File: config.mk
export PLATFORM = sky130hd
export DESIGN_NAME = json_string_unescape_unit
export DESIGN_NICKNAME = d
export VERILOG_FILES = /design/src/rtl/jsu_pkg.sv /design/src/rtl/json_string_unescape_unit.sv
export SDC_FILE = /design/constraint.sdc
export NUM_CORES = 1
export LEC_CHECK = 0
export BUFFER_PORTS_ARGS = -buffer_cell sky130_fd_sc_hd__buf_2
export CORE_MARGIN = 8
export CORE_UTILIZATION = 38
export CTS_CLUSTER_SIZE = 24
export DETAILED_ROUTE_END_ITERATION = 12
export HOLD_SLACK_MARGIN = 0.1
export SLEW_MARGIN = 15
export SYNTH_ARGS = -nofsm -noshare
export SYNTH_HDL_FRONTEND = slang
export SYNTH_SLANG_ARGS = --single-unit
export TNS_END_PERCENT = 1
File: constraint.sdc
create_clock -name clk_i -period 4.7 [get_ports clk_i]
set_input_delay 0.94 -clock clk_i [delete_from_list [all_inputs] [get_ports clk_i]]
set_output_delay 0.94 -clock clk_i [all_outputs]
set_load 0.02 [all_outputs]
File: src/rtl/jsu_pkg.sv
// shared types, character codes and helper functions of the json string unescape unit
package jsu_pkg;

  // how a decoded string ended
  typedef enum logic [1:0] {
    OUT_ONGOING  = 2'd0,
    OUT_CLOSED   = 2'd1,
    OUT_EARLY    = 2'd2,
    OUT_NO_QUOTE = 2'd3
  } outcome_e;

  localparam logic [7:0] CHAR_QUOTE     = 8'h22;
  localparam logic [7:0] CHAR_BACKSLASH = 8'h5C;
  localparam logic [7:0] CHAR_N         = 8'h6E;
  localparam logic [7:0] CHAR_R         = 8'h72;
  localparam logic [7:0] CHAR_T         = 8'h74;
  localparam logic [7:0] CHAR_B         = 8'h62;
  localparam logic [7:0] CHAR_F         = 8'h66;
  localparam logic [7:0] CHAR_U         = 8'h75;

  localparam logic [7:0] BYTE_LF = 8'h0A;
  localparam logic [7:0] BYTE_CR = 8'h0D;
  localparam logic [7:0] BYTE_HT = 8'h09;
  localparam logic [7:0] BYTE_BS = 8'h08;
  localparam logic [7:0] BYTE_FF = 8'h0C;

  localparam logic [15:0] UTF8_LIMIT1 = 16'h0080;
  localparam logic [15:0] UTF8_LIMIT2 = 16'h0800;
  localparam logic [7:0]  UTF8_CONT   = 8'h80;
  localparam logic [7:0]  UTF8_LEAD2  = 8'hC0;
  localparam logic [7:0]  UTF8_LEAD3  = 8'hE0;
  localparam logic [7:0]  UTF8_LOW6   = 8'h3F;

  // up to three bytes produced by one input word
  typedef struct packed {
    logic [1:0]      count;
    logic [2:0][7:0] bytes;
    logic            byte_valid;
    logic            done;
    outcome_e        outcome;
  } group_t;

  typedef struct packed {
    logic [1:0]      count;
    logic [2:0][7:0] bytes;
  } utf8_t;

  // non-hex digits count as zero
  function automatic logic [3:0] hex_value(input logic [7:0] c);
    logic [7:0] v;
    v = 8'h00;
    if (c >= 8'h30 && c <= 8'h39) v = c - 8'h30;
    else if (c >= 8'h61 && c <= 8'h66) v = c - 8'h57;
    else if (c >= 8'h41 && c <= 8'h46) v = c - 8'h37;
    return v[3:0];
  endfunction

  // single character escapes, anything else passes through
  function automatic logic [7:0] escape_byte(input logic [7:0] c);
    logic [7:0] r;
    r = c;
    if (c == CHAR_N) r = BYTE_LF;
    else if (c == CHAR_R) r = BYTE_CR;
    else if (c == CHAR_T) r = BYTE_HT;
    else if (c == CHAR_B) r = BYTE_BS;
    else if (c == CHAR_F) r = BYTE_FF;
    return r;
  endfunction

  // bytes in emission order, first byte in bytes[0]
  function automatic utf8_t utf8_encode(input logic [15:0] cp);
    utf8_t e;
    e = '0;
    if (cp < UTF8_LIMIT1) begin
      e.count    = 2'd1;
      e.bytes[0] = cp[7:0];
    end else if (cp < UTF8_LIMIT2) begin
      e.count    = 2'd2;
      e.bytes[0] = UTF8_LEAD2 | {3'b000, cp[10:6]};
      e.bytes[1] = UTF8_CONT | ({2'b00, cp[5:0]} & UTF8_LOW6);
    end else begin
      e.count    = 2'd3;
      e.bytes[0] = UTF8_LEAD3 | {4'b0000, cp[15:12]};
      e.bytes[1] = UTF8_CONT | ({2'b00, cp[11:6]} & UTF8_LOW6);
      e.bytes[2] = UTF8_CONT | ({2'b00, cp[5:0]} & UTF8_LOW6);
    end
    return e;
  endfunction

endpackage

File: src/rtl/json_string_unescape_unit.sv
// top level of the json string unescape unit: decoder and result queue
// latency: first result word of an input word is shown the cycle after it is taken,
//   when the queue holds nothing older
// throughput: one input word per cycle while the queue is not full; an input word yielding k
//   bytes gives k output words, and a queue of FifoDepth groups absorbs the utf-8 bursts
// input stall rises only when the result queue is full
// reset (asynchronous, active low) returns to awaiting the opening quote, queue empty
module json_string_unescape_unit import jsu_pkg::*; #(
  parameter int FifoDepth = 4
) (
  input  logic       clk_i,
  input  logic       rst_ni,
  input  logic       in_valid_i,
  output logic       in_stall_o,
  input  logic [7:0] text_byte_i,
  input  logic       text_end_i,
  output logic       out_valid_o,
  input  logic       out_stall_i,
  output logic [7:0] out_byte_o,
  output logic       byte_valid_o,
  output logic       run_last_o,
  output logic       string_done_o,
  output logic [1:0] outcome_o
);

  localparam int AW = (FifoDepth > 1) ? $clog2(FifoDepth) : 1;
  localparam int CW = $clog2(FifoDepth + 1);
  localparam logic [CW-1:0] QueueFull = CW'(FifoDepth);
  localparam logic [AW-1:0] LastSlot  = AW'(FifoDepth - 1);

  typedef enum logic [1:0] {
    MODE_IDLE,
    MODE_STR,
    MODE_ESC,
    MODE_DONE
  } mode_e;

  // decoder state
  mode_e       mode_q, mode_d;
  logic        in_hex_q, in_hex_d;
  logic [1:0]  seen_q, seen_d;
  logic [15:0] cp_q, cp_d;

  // result queue, one group per input word that yields bytes or ends the string
  group_t        fifo_q [FifoDepth];
  logic [AW-1:0] wr_ptr_q, rd_ptr_q;
  logic [CW-1:0] count_q;
  logic [1:0]    sub_q;

  logic        in_acc, out_acc, push, pop;
  group_t      grp, head;
  outcome_e    finish;
  logic [15:0] cp_next;
  utf8_t       enc_cur, enc_next;
  logic        last;

  assign in_stall_o = (count_q == QueueFull);
  assign in_acc     = in_valid_i && !in_stall_o;

  // the partial code point on text end, and the completed one on the fourth digit
  assign cp_next  = {cp_q[11:0], hex_value(text_byte_i)};
  assign enc_cur  = utf8_encode(cp_q);
  assign enc_next = utf8_encode(cp_next);

  always_comb begin
    mode_d   = mode_q;
    in_hex_d = in_hex_q;
    seen_d   = seen_q;
    cp_d     = cp_q;
    grp      = '0;
    finish   = OUT_ONGOING;
    if (in_acc) begin
      unique case (mode_q)
        MODE_IDLE: begin
          if (!text_end_i && text_byte_i == CHAR_QUOTE) mode_d = MODE_STR;
          else finish = OUT_NO_QUOTE;
        end
        MODE_STR: begin
          if (text_end_i) finish = OUT_EARLY;
          else if (text_byte_i == CHAR_QUOTE) finish = OUT_CLOSED;
          else if (text_byte_i == CHAR_BACKSLASH) mode_d = MODE_ESC;
          else begin
            grp.count      = 2'd1;
            grp.bytes[0]   = text_byte_i;
            grp.byte_valid = 1'b1;
          end
        end
        MODE_ESC: begin
          if (in_hex_q) begin
            if (text_end_i) begin
              // flush whatever digits were gathered
              grp.count      = enc_cur.count;
              grp.bytes      = enc_cur.bytes;
              grp.byte_valid = 1'b1;
              finish         = OUT_EARLY;
            end else if (seen_q == 2'd3) begin
              grp.count      = enc_next.count;
              grp.bytes      = enc_next.bytes;
              grp.byte_valid = 1'b1;
              in_hex_d       = 1'b0;
              seen_d         = 2'd0;
              cp_d           = cp_next;
              mode_d         = MODE_STR;
            end else begin
              cp_d   = cp_next;
              seen_d = seen_q + 2'd1;
            end
          end else if (text_end_i) begin
            finish = OUT_EARLY;
          end else if (text_byte_i == CHAR_U) begin
            in_hex_d = 1'b1;
            seen_d   = 2'd0;
            cp_d     = 16'h0000;
          end else begin
            mode_d         = MODE_STR;
            grp.count      = 2'd1;
            grp.bytes[0]   = escape_byte(text_byte_i);
            grp.byte_valid = 1'b1;
          end
        end
        MODE_DONE: begin
          // everything after the end is dropped
        end
        default: begin
          mode_d = MODE_DONE;
        end
      endcase
    end
    if (finish != OUT_ONGOING) begin
      // ending with nothing to show gives one empty result word
      if (grp.count == 2'd0) begin
        grp.count      = 2'd1;
        grp.byte_valid = 1'b0;
      end
      grp.done    = 1'b1;
      grp.outcome = finish;
      mode_d      = MODE_DONE;
      in_hex_d    = 1'b0;
      seen_d      = 2'd0;
      cp_d        = 16'h0000;
    end
  end

  // queue head, one byte of the group per output word
  assign head          = fifo_q[rd_ptr_q];
  assign last          = (sub_q == head.count - 2'd1);
  assign out_valid_o   = (count_q != '0);
  assign out_byte_o    = head.bytes[sub_q];
  assign byte_valid_o  = head.byte_valid;
  assign run_last_o    = last;
  assign string_done_o = last && head.done;
  assign outcome_o     = (last && head.done) ? head.outcome : OUT_ONGOING;

  assign out_acc = out_valid_o && !out_stall_i;
  assign push    = in_acc && (grp.count != 2'd0);
  assign pop     = out_acc && last;

  always_ff @(posedge clk_i or negedge rst_ni) begin
    if (!rst_ni) begin
      mode_q   <= MODE_IDLE;
      in_hex_q <= 1'b0;
      seen_q   <= 2'd0;
      cp_q     <= 16'h0000;
      wr_ptr_q <= '0;
      rd_ptr_q <= '0;
      count_q  <= '0;
      sub_q    <= 2'd0;
    end else begin
      mode_q   <= mode_d;
      in_hex_q <= in_hex_d;
      seen_q   <= seen_d;
      cp_q     <= cp_d;
      if (push) begin
        wr_ptr_q <= (wr_ptr_q == LastSlot) ? '0 : wr_ptr_q + AW'(1);
      end
      if (pop) begin
        rd_ptr_q <= (rd_ptr_q == LastSlot) ? '0 : rd_ptr_q + AW'(1);
        sub_q    <= 2'd0;
      end else if (out_acc) begin
        sub_q <= sub_q + 2'd1;
      end
      if (push && !pop) count_q <= count_q + CW'(1);
      else if (pop && !push) count_q <= count_q - CW'(1);
    end
  end

  // queue payload carries no reset
  always_ff @(posedge clk_i) begin
    if (push) begin
      fifo_q[wr_ptr_q] <= grp;
    end
  end

endmodule

# --- Yosys cells after proc, flatten, opt, wreduce, memory -nomap -nowiden ---
# Memory sizes are Yosys's and may differ from the RTL's.
# Index checks and enable logic that the tools add are counted.
totals:
  regBits: 30
  latchBits: 0
  mem_bits_rw: 120
  romBits: 0
  out_inout_bits: 15
  elab_cells: 178
  memories: 1
classes:
  addsub: 10
  multipliers: 0
  div: 0
  n_lt_le_gt_ge: 11
  eq_ne: 23
  shifts: 0
  muxes: 95
  n_bitwise: 0
  n_reduce_logical: 30
mem_list:
  columns: ["memory", "words", "word_bits", "rd", "rd_clocked_by_memory_dff", "wr", "line", "text"]
  rows:
  - ["fifo_q", 4, 30, 1, 0, 1, "json_string_unescape_unit.sv:45", "group_t fifo_q [FifoDepth];"]
ops:
  columns: ["operator", "n"]
  rows:
  - ["2-to-1 mux 16 bit", 11]
  - ["2-to-1 mux 27 bit", 3]
  - ["2-to-1 mux 8 bit", 10]
  - ["2-to-1 mux 2 bit", 35]
  - ["== test 8 x 7 -> 1 bit (second input constant)", 7]
  - ["2-to-1 mux 9 bit", 6]
  - ["less-than comparator 16 x 12 -> 1 bit (second input constant)", 2]
  - ["less-than comparator 16 x 8 -> 1 bit (second input constant)", 2]
  - ["2-to-1 mux 14 bit", 2]
  - ["one-hot mux 9 bit (2 select lines)", 1]
  - ["2-to-1 mux 1 bit", 17]
  - ["binary-select mux 8 bit (select 2 bit)", 1]
  - [">= comparator 8 x 7 -> 1 bit (second input constant)", 2]
  - ["<= comparator 8 x 7 -> 1 bit (second input constant)", 2]
  - ["2-to-1 mux 4 bit", 4]
  - ["!= test 3 bit (second input constant)", 5]
  - ["one-hot mux 2 bit (3 select lines)", 2]
  - ["nonzero test 2 bit", 6]
  - ["logical AND 1 bit", 11]
  - ["AND reduction 9 bit", 1]
  - ["adder 2 x 1 -> 2 bit (second input constant)", 4]
  - ["== test 2 bit (second input constant)", 4]
  - ["== test 8 x 6 -> 1 bit (second input constant)", 1]
  - [">= comparator 8 x 6 -> 1 bit (second input constant)", 1]
  - ["20 further kinds", 29]

# --- Longest topological paths before layout ---
depth:
  ltp_word: 22
  mapped_depth: 15
  ltp_nobuf: 13

# --- Worst setup path after synthesis ---
# No wires, ideal clock.
synth_path:
  kind: "in2reg"
  from: "input text_byte_i[0]"
  to: "register count_q[1]"
  t_arrival_ns: 3.775
  required_time_ns: 4.575
  setup_slack_ns: 0.801
  stages: 12
  path_buffers: 1
  cell_sequence: "clkbuf_1 -> inv_1 -> ha_1 -> nand4bb_1 -> o41ai_1 -> nor2_1 -> a311o_1 -> a211o_4 -> ha_1 -> inv_1 -> fa_1 -> mux2_2"
synth_via:
  elab_chain_cells: 21
synth_lines:
  columns: ["item", "line", "text"]
  rows:
  - ["start: declaration", "json_string_unescape_unit.sv:15", "input logic [7:0] text_byte_i,"]
  - [">= comparator 8 x 7 -> 1 bit / <= comparator 8 x 7 -> 1 bit (equally long branches)", "jsu_pkg.sv:54", "else if (c >= 8'h41 && c <= 8'h46) v = c - 8'h37;"]
  - ["logical AND 1 bit", "jsu_pkg.sv:54", null]
  - ["2-to-1 mux 4 bit", "jsu_pkg.sv:54", null]
  - ["2-to-1 mux 4 bit", "jsu_pkg.sv:53", "else if (c >= 8'h61 && c <= 8'h66) v = c - 8'h57;"]
  - ["2-to-1 mux 4 bit", "jsu_pkg.sv:52", "if (c >= 8'h30 && c <= 8'h39) v = c - 8'h30;"]
  - ["less-than comparator 16 x 12 -> 1 bit", "jsu_pkg.sv:77", "end else if (cp < UTF8_LIMIT2) begin"]
  - ["2-to-1 mux 1 bit", "jsu_pkg.sv:77", null]
  - ["2-to-1 mux 2 bit", "jsu_pkg.sv:74", "if (cp < UTF8_LIMIT1) begin"]
  - ["[... 6 more ...]", null, null]
  - ["2-to-1 mux 2 bit", "json_string_unescape_unit.sv:131", "if (grp.count == 2'd0) begin"]
  - ["2-to-1 mux 2 bit (*)", "json_string_unescape_unit.sv:129", "if (finish != OUT_ONGOING) begin"]
  - ["nonzero test 2 bit (*)", "json_string_unescape_unit.sv:155", "assign push = in_acc && (grp.count != 2'd0);"]
  - ["logical AND 1 bit (*)", "json_string_unescape_unit.sv:155", null]
  - ["net push", "json_string_unescape_unit.sv:50", "logic in_acc, out_acc, push, pop;"]
  - ["zero test 1 bit", "json_string_unescape_unit.sv:183", "else if (pop && !push) count_q <= count_q - CW'(1);"]
  - ["logical AND 1 bit", "json_string_unescape_unit.sv:183", null]
  - ["nonzero test 2 bit (no line)", null, null]
  - ["end signal: assignment", "json_string_unescape_unit.sv:182", "if (push && !pop) count_q <= count_q + CW'(1);"]
  - ["end signal: assignment", "json_string_unescape_unit.sv:183", null]
  - ["end: declaration", "json_string_unescape_unit.sv:47", "logic [CW-1:0] count_q;"]
# Mark *: on every way through the listed nets, which the timed path passes. The rest lies on a longest branch.
# A chain may end at the register's enable or synchronous reset.

# --- Final worst setup path ---
layout_path:
  from: "register cp_q[11]"
  to: "register count_q[1]"
layout_via:
  elab_chain_cells: 16
layout_lines:
  columns: ["item", "line", "text"]
  rows:
  - ["start: declaration", "json_string_unescape_unit.sv:42", "logic [15:0] cp_q, cp_d;"]
  - ["start signal: assignment", "json_string_unescape_unit.sv:172", "cp_q <= cp_d;"]
  - ["less-than comparator 16 x 12 -> 1 bit", "jsu_pkg.sv:77", null]
  - ["2-to-1 mux 1 bit", "jsu_pkg.sv:77", null]
  - ["2-to-1 mux 2 bit", "jsu_pkg.sv:74", null]
  - ["2-to-1 mux 27 bit", "json_string_unescape_unit.sv:96", "end else if (seen_q == 2'd3) begin"]
  - ["2-to-1 mux 27 bit (*)", "json_string_unescape_unit.sv:90", "if (text_end_i) begin"]
  - ["2-to-1 mux 2 bit (*)", "json_string_unescape_unit.sv:89", "if (in_hex_q) begin"]
  - ["one-hot mux 2 bit (2 select lines) (*)", "json_string_unescape_unit.sv:73", "unique case (mode_q)"]
  - ["2-to-1 mux 27 bit (*)", "json_string_unescape_unit.sv:72", "if (in_acc) begin"]
  - ["zero test 2 bit", "json_string_unescape_unit.sv:131", null]
  - ["2-to-1 mux 2 bit", "json_string_unescape_unit.sv:131", null]
  - ["2-to-1 mux 2 bit (*)", "json_string_unescape_unit.sv:129", null]
  - ["nonzero test 2 bit (*)", "json_string_unescape_unit.sv:155", null]
  - ["logical AND 1 bit (*)", "json_string_unescape_unit.sv:155", null]
  - ["net push", "json_string_unescape_unit.sv:50", null]
  - ["zero test 1 bit", "json_string_unescape_unit.sv:183", null]
  - ["logical AND 1 bit", "json_string_unescape_unit.sv:183", null]
  - ["nonzero test 2 bit (no line)", null, null]
# Marked as above.

==> reports/metrics.csv <==
stage;metric;value;unit
setup_path;slowest_stage;or3_1;
pwr;ir_drop;244;uV
floorplanning;core_area;0.0185;mm^2
global_route;grt_max_degree;32;
yosys;ys_types;67;
setup_path;reg2reg_depth;9;
timing;final.period_utilization;0.797;
global_route;grt_util_all_layers;0.153;
layout;area.sequential;0.00412;mm^2
setup_path;path_cells;or3_4, or3_1, or3_1, a311o_1, a211o_4, ha_1, inv_1, fa_1, mux2_2;
clock_tree;clk_latency;0.43;ns
floorplanning;die_area;0.0234;mm^2
layout;syn2layout_area_growth;12.8;%
pwr;power.total;4.36;mW
yosys;yosys.area.top_type;edfxtp_1;
timing;finalWorstSetupSlack;0.956;ns
setup_path;required;5.00;ns
detailed_routing;drc;0;
layout;antennaDiodeCount;0;
layout;n_fill_cell;1691;
pwr;power_frac_comb;0.326;
clock_tree;cts_inserted_buffers;17;
detailed_routing;routed_wirelength;17100;um
yosys;syn_area_per_cell;13.0;um^2
placement;placed_cell_area;0.00749;mm^2
layout;nets;598;
setup_path;reg2reg_to;count_q[1]$_DFFE_PN0P_;
clock_tree;cts_hold_buffers;0;
pwr;p_sw_frac;0.333;
layout;final_util;0.434;
timing;fin_tns_setup;0;ns
pwr;pwr-share-clk;0.281;
setup_path;crit_top_cell;or3_1;
floorplanning;die_h;153;um
timing;fin_hold_ws;0.486;ns
global_route;antenna_found_initial;0;
setup_path;path_delay_family;simple AND/OR/NAND/NOR gates;
timing;setup_viol;0;
placement;hpwl;11500;um
global_route;grt_pass1_vias;4777;
yosys;syn-num-nets;577;
floorplanning;ioPinCount;28;
clock_tree;clock_path_buffers;2;
setup_path;r2r_slack;0.96;ns
pwr;power_switching;1.45;mW
floorplanning;initial_core_util;0.384;
detailed_routing;drtIter0Drc;408;
outcome;status;finished, final reports clean;
setup_path;cp_num_buf_inv;1;
setup_path;start_kind;register;
pwr;leakage;2.96;nW
clock_tree;clk_pin_slew;0.06;ns
clock_tree;postCtsSetupRepairBufs;0;
timing;rsz0062_at_grt;false;
global_route;overflow;0;
placement;gp_congestion;0.920;
clock_tree;h-tree-depth;4;
detailed_routing;wl_per_cell;21.0;um
yosys;synth_area_leaders;edfxtp_1 47%, dfrtp_1 11%, mux4_2 8.5%;
yosys;syn_inst;547;
timing;hold_violations;0;
yosys;ys_ff_latch;142;
clock_tree;cts-root-buf;clkbuf_16;
yosys;yosysTopAreaCellShare;0.472;
floorplanning;std_cell_rows;50;
layout;final_cells;815;
setup_path;critical_path_class;reg2reg;
placement;io_buffers;27;
detailed_routing;antenna_left;0;
yosys;yosysWarnings;0;
detailed_routing;dr.pass1.iters;5;
timing;max_slew.worst_pin.slew;0.797;ns
yosys;synth_area;0.00712;mm^2
clock_tree;cts_tree;yes;
setup_path;path_depth;9;
detailed_routing;vias;4703;
timing;timing.fmax;0.267;GHz
floorplanning;die_x;153;um
setup_path;r2r_start;cp_q[11]$_DFFE_PN0P_;
timing;clock_skew;0.0181;ns
yosys;synth_edf_count;112;
setup_path;endpoint_kind;register;
pwr;p_int;2.91;mW
layout;multi_input_area;0.00276;mm^2
placement;dp_cells;783;
timing;max_slew_margin;0.469;
setup_path;crit_arrival;4.05;ns
yosys;synthFlopType;edfxtp_1;
job;cap_violations;0;
layout;drive_gt1_frac;0.194;
worst_hold_path;worstHoldPathType;reg2reg;
timing;period_needed;3.74;ns
timing;drv_slew;0;
clock_tree;cts_resized;0;
setup_path;timing.critical_path.from;cp_q[11]$_DFFE_PN0P_;
pwr;p_per_area;543;mW/mm^2
setup_path;crit_fanout;12;
pwr;p_seq_frac;0.393;
setup_path;max_stage_delay;0.52;ns
yosys;async_flop_share;0.211;
detailed_routing;via_per_inst;5.77;
global_route;grt_pass1_wl;27500;um
layout;final_area;0.00803;mm^2
setup_path;worstSetupEndpoint;count_q[1]$_DFFE_PN0P_;
yosys;synth-seq-area-share;0.578;
clock_tree;cts.sinks;142;
placement;dp_worst_setup_slack;0.597;ns
==> sequential cells by signal, indices dropped and copies added (netlist names) <==
register	count
wr_ptr_q	2
count_q	3
in_hex_q	1
rd_ptr_q	2
cp_q	16
fifo_q	112
sub_q	2
mode_q	2
seen_q	2
==> how the worst min path moves through the flow <==
stage                                 from                     end  cells past startpoint
finish              count_q[2]$_DFFE_PN0P_  count_q[2]$_DFFE_PN0P_                      1
global route        count_q[2]$_DFFE_PN0P_  count_q[2]$_DFFE_PN0P_                      1
CTS                 count_q[2]$_DFFE_PN0P_  count_q[2]$_DFFE_PN0P_                      1
detailed placement  count_q[2]$_DFFE_PN0P_  count_q[2]$_DFFE_PN0P_                      1
global placement    count_q[2]$_DFFE_PN0P_  count_q[2]$_DFFE_PN0P_                      1
floorplan           count_q[2]$_DFFE_PN0P_  count_q[2]$_DFFE_PN0P_                      1
==> cell families after synthesis <==
| kind of cell | Yosys count | synth area share |
|---|---|---|
| flip-flops | 142 | 0.578 |
| AO/OA/AOI/OAI | 122 | 0.123 |
| XOR/XNOR | 4 | 0.00492 |
| multiplexers | 48 | 0.117 |
| buffers and inverters | 61 | 0.0337 |
| AND/OR/NAND/NOR | 153 | 0.113 |
| adder cells (fa/ha/maj) | 17 | 0.0309 |
==> metal layers <==
| metal | vias up | routed length [um] | track usage |
|---|---|---|---|
| met5 | - | 0 | 0 |
| met1 | 2393 | 7600 | 0.197 |
| met2 | 126 | 8460 | 0.247 |
| li1 | 2163 | - | - |
| met3 | 21 | 693 | 0.0279 |
| met4 | 0 | 389 | 0.0707 |
==> placed cells by master, fill, tap and decap left out, drive strengths merged, types with 10 or more instances in the layout <==
cell type | Yosys | routed
buf | 12 | 39
nor3 | 11 | 11
o22ai | 11 | 11
nor2 | 48 | 48
dfrtp | 30 | 30
a22o | 22 | 22
o21ai | 16 | 16
a21oi | 27 | 27
mux4 | 27 | 27
mux2i | 14 | 14
clkbuf | 25 | 20
ha | 16 | 16
inv | 24 | 26
nor2b | 10 | 10
edfxtp | 112 | 112
nand2 | 31 | 31
==> cells in the mapped netlist, types with 2 or more instances <==
master	count
and3_1	7
nor4_1	4
o311a_1	2
a22oi_1	6
mux2_4	2
xor2_1	2
o22ai_1	11
nor2b_1	10
o31ai_1	2
and4_1	3
edfxtp_1	112
a22o_1	22
nor2_1	48
xnor2_1	2
o21bai_1	2
a32o_1	2
clkbuf_1	25
and4b_1	3
nand3_1	7
o21ai_0	15
or3b_2	2
nand2_1	31
or4_1	2
nor3_1	10
or3_1	5
or2_2	2
a21o_1	2
buf_1	8
a211oi_1	4
and2_1	6
dfrtp_1	30
o22a_1	2
inv_1	24
nand4bb_1	2
o221ai_1	8
nand2b_1	5
a21oi_1	27
mux2i_1	14
buf_2	3
mux4_2	27
ha_1	16
mux2_2	5
==> power groups by stage <==
| stage | Combinational, mW | Clock (mW) | Sequential, mW |
|---|---|---|---|
| 3_3_place_gp | 1.43 | 0 | 1.73 |
| 5_1_grt | 1.57 | 1.31 | 1.74 |
| 4_1_cts | 1.46 | 1.26 | 1.72 |
| 3_5_place_dp | 1.45 | 0 | 1.74 |
| 2_1_floorplan | 1.08 | 0 | 1.67 |
| 6_report | 1.42 | 1.23 | 1.71 |
==> layout make-up <==
| cell class | instances | share of cell area |
|---|---|---|
| Clock buffer | 20 | 0.0569 |
| Clock inverter | 12 | 0.0111 |
| Inverter | 24 | 0.0112 |
| Multi-Input combinational cell | 344 | 0.344 |
| Sequential cell | 142 | 0.512 |
| Tap cell | 234 | 0.0364 |
| Timing Repair Buffer | 39 | 0.0280 |
Note: power is estimated with default switching activity, not from simulation.
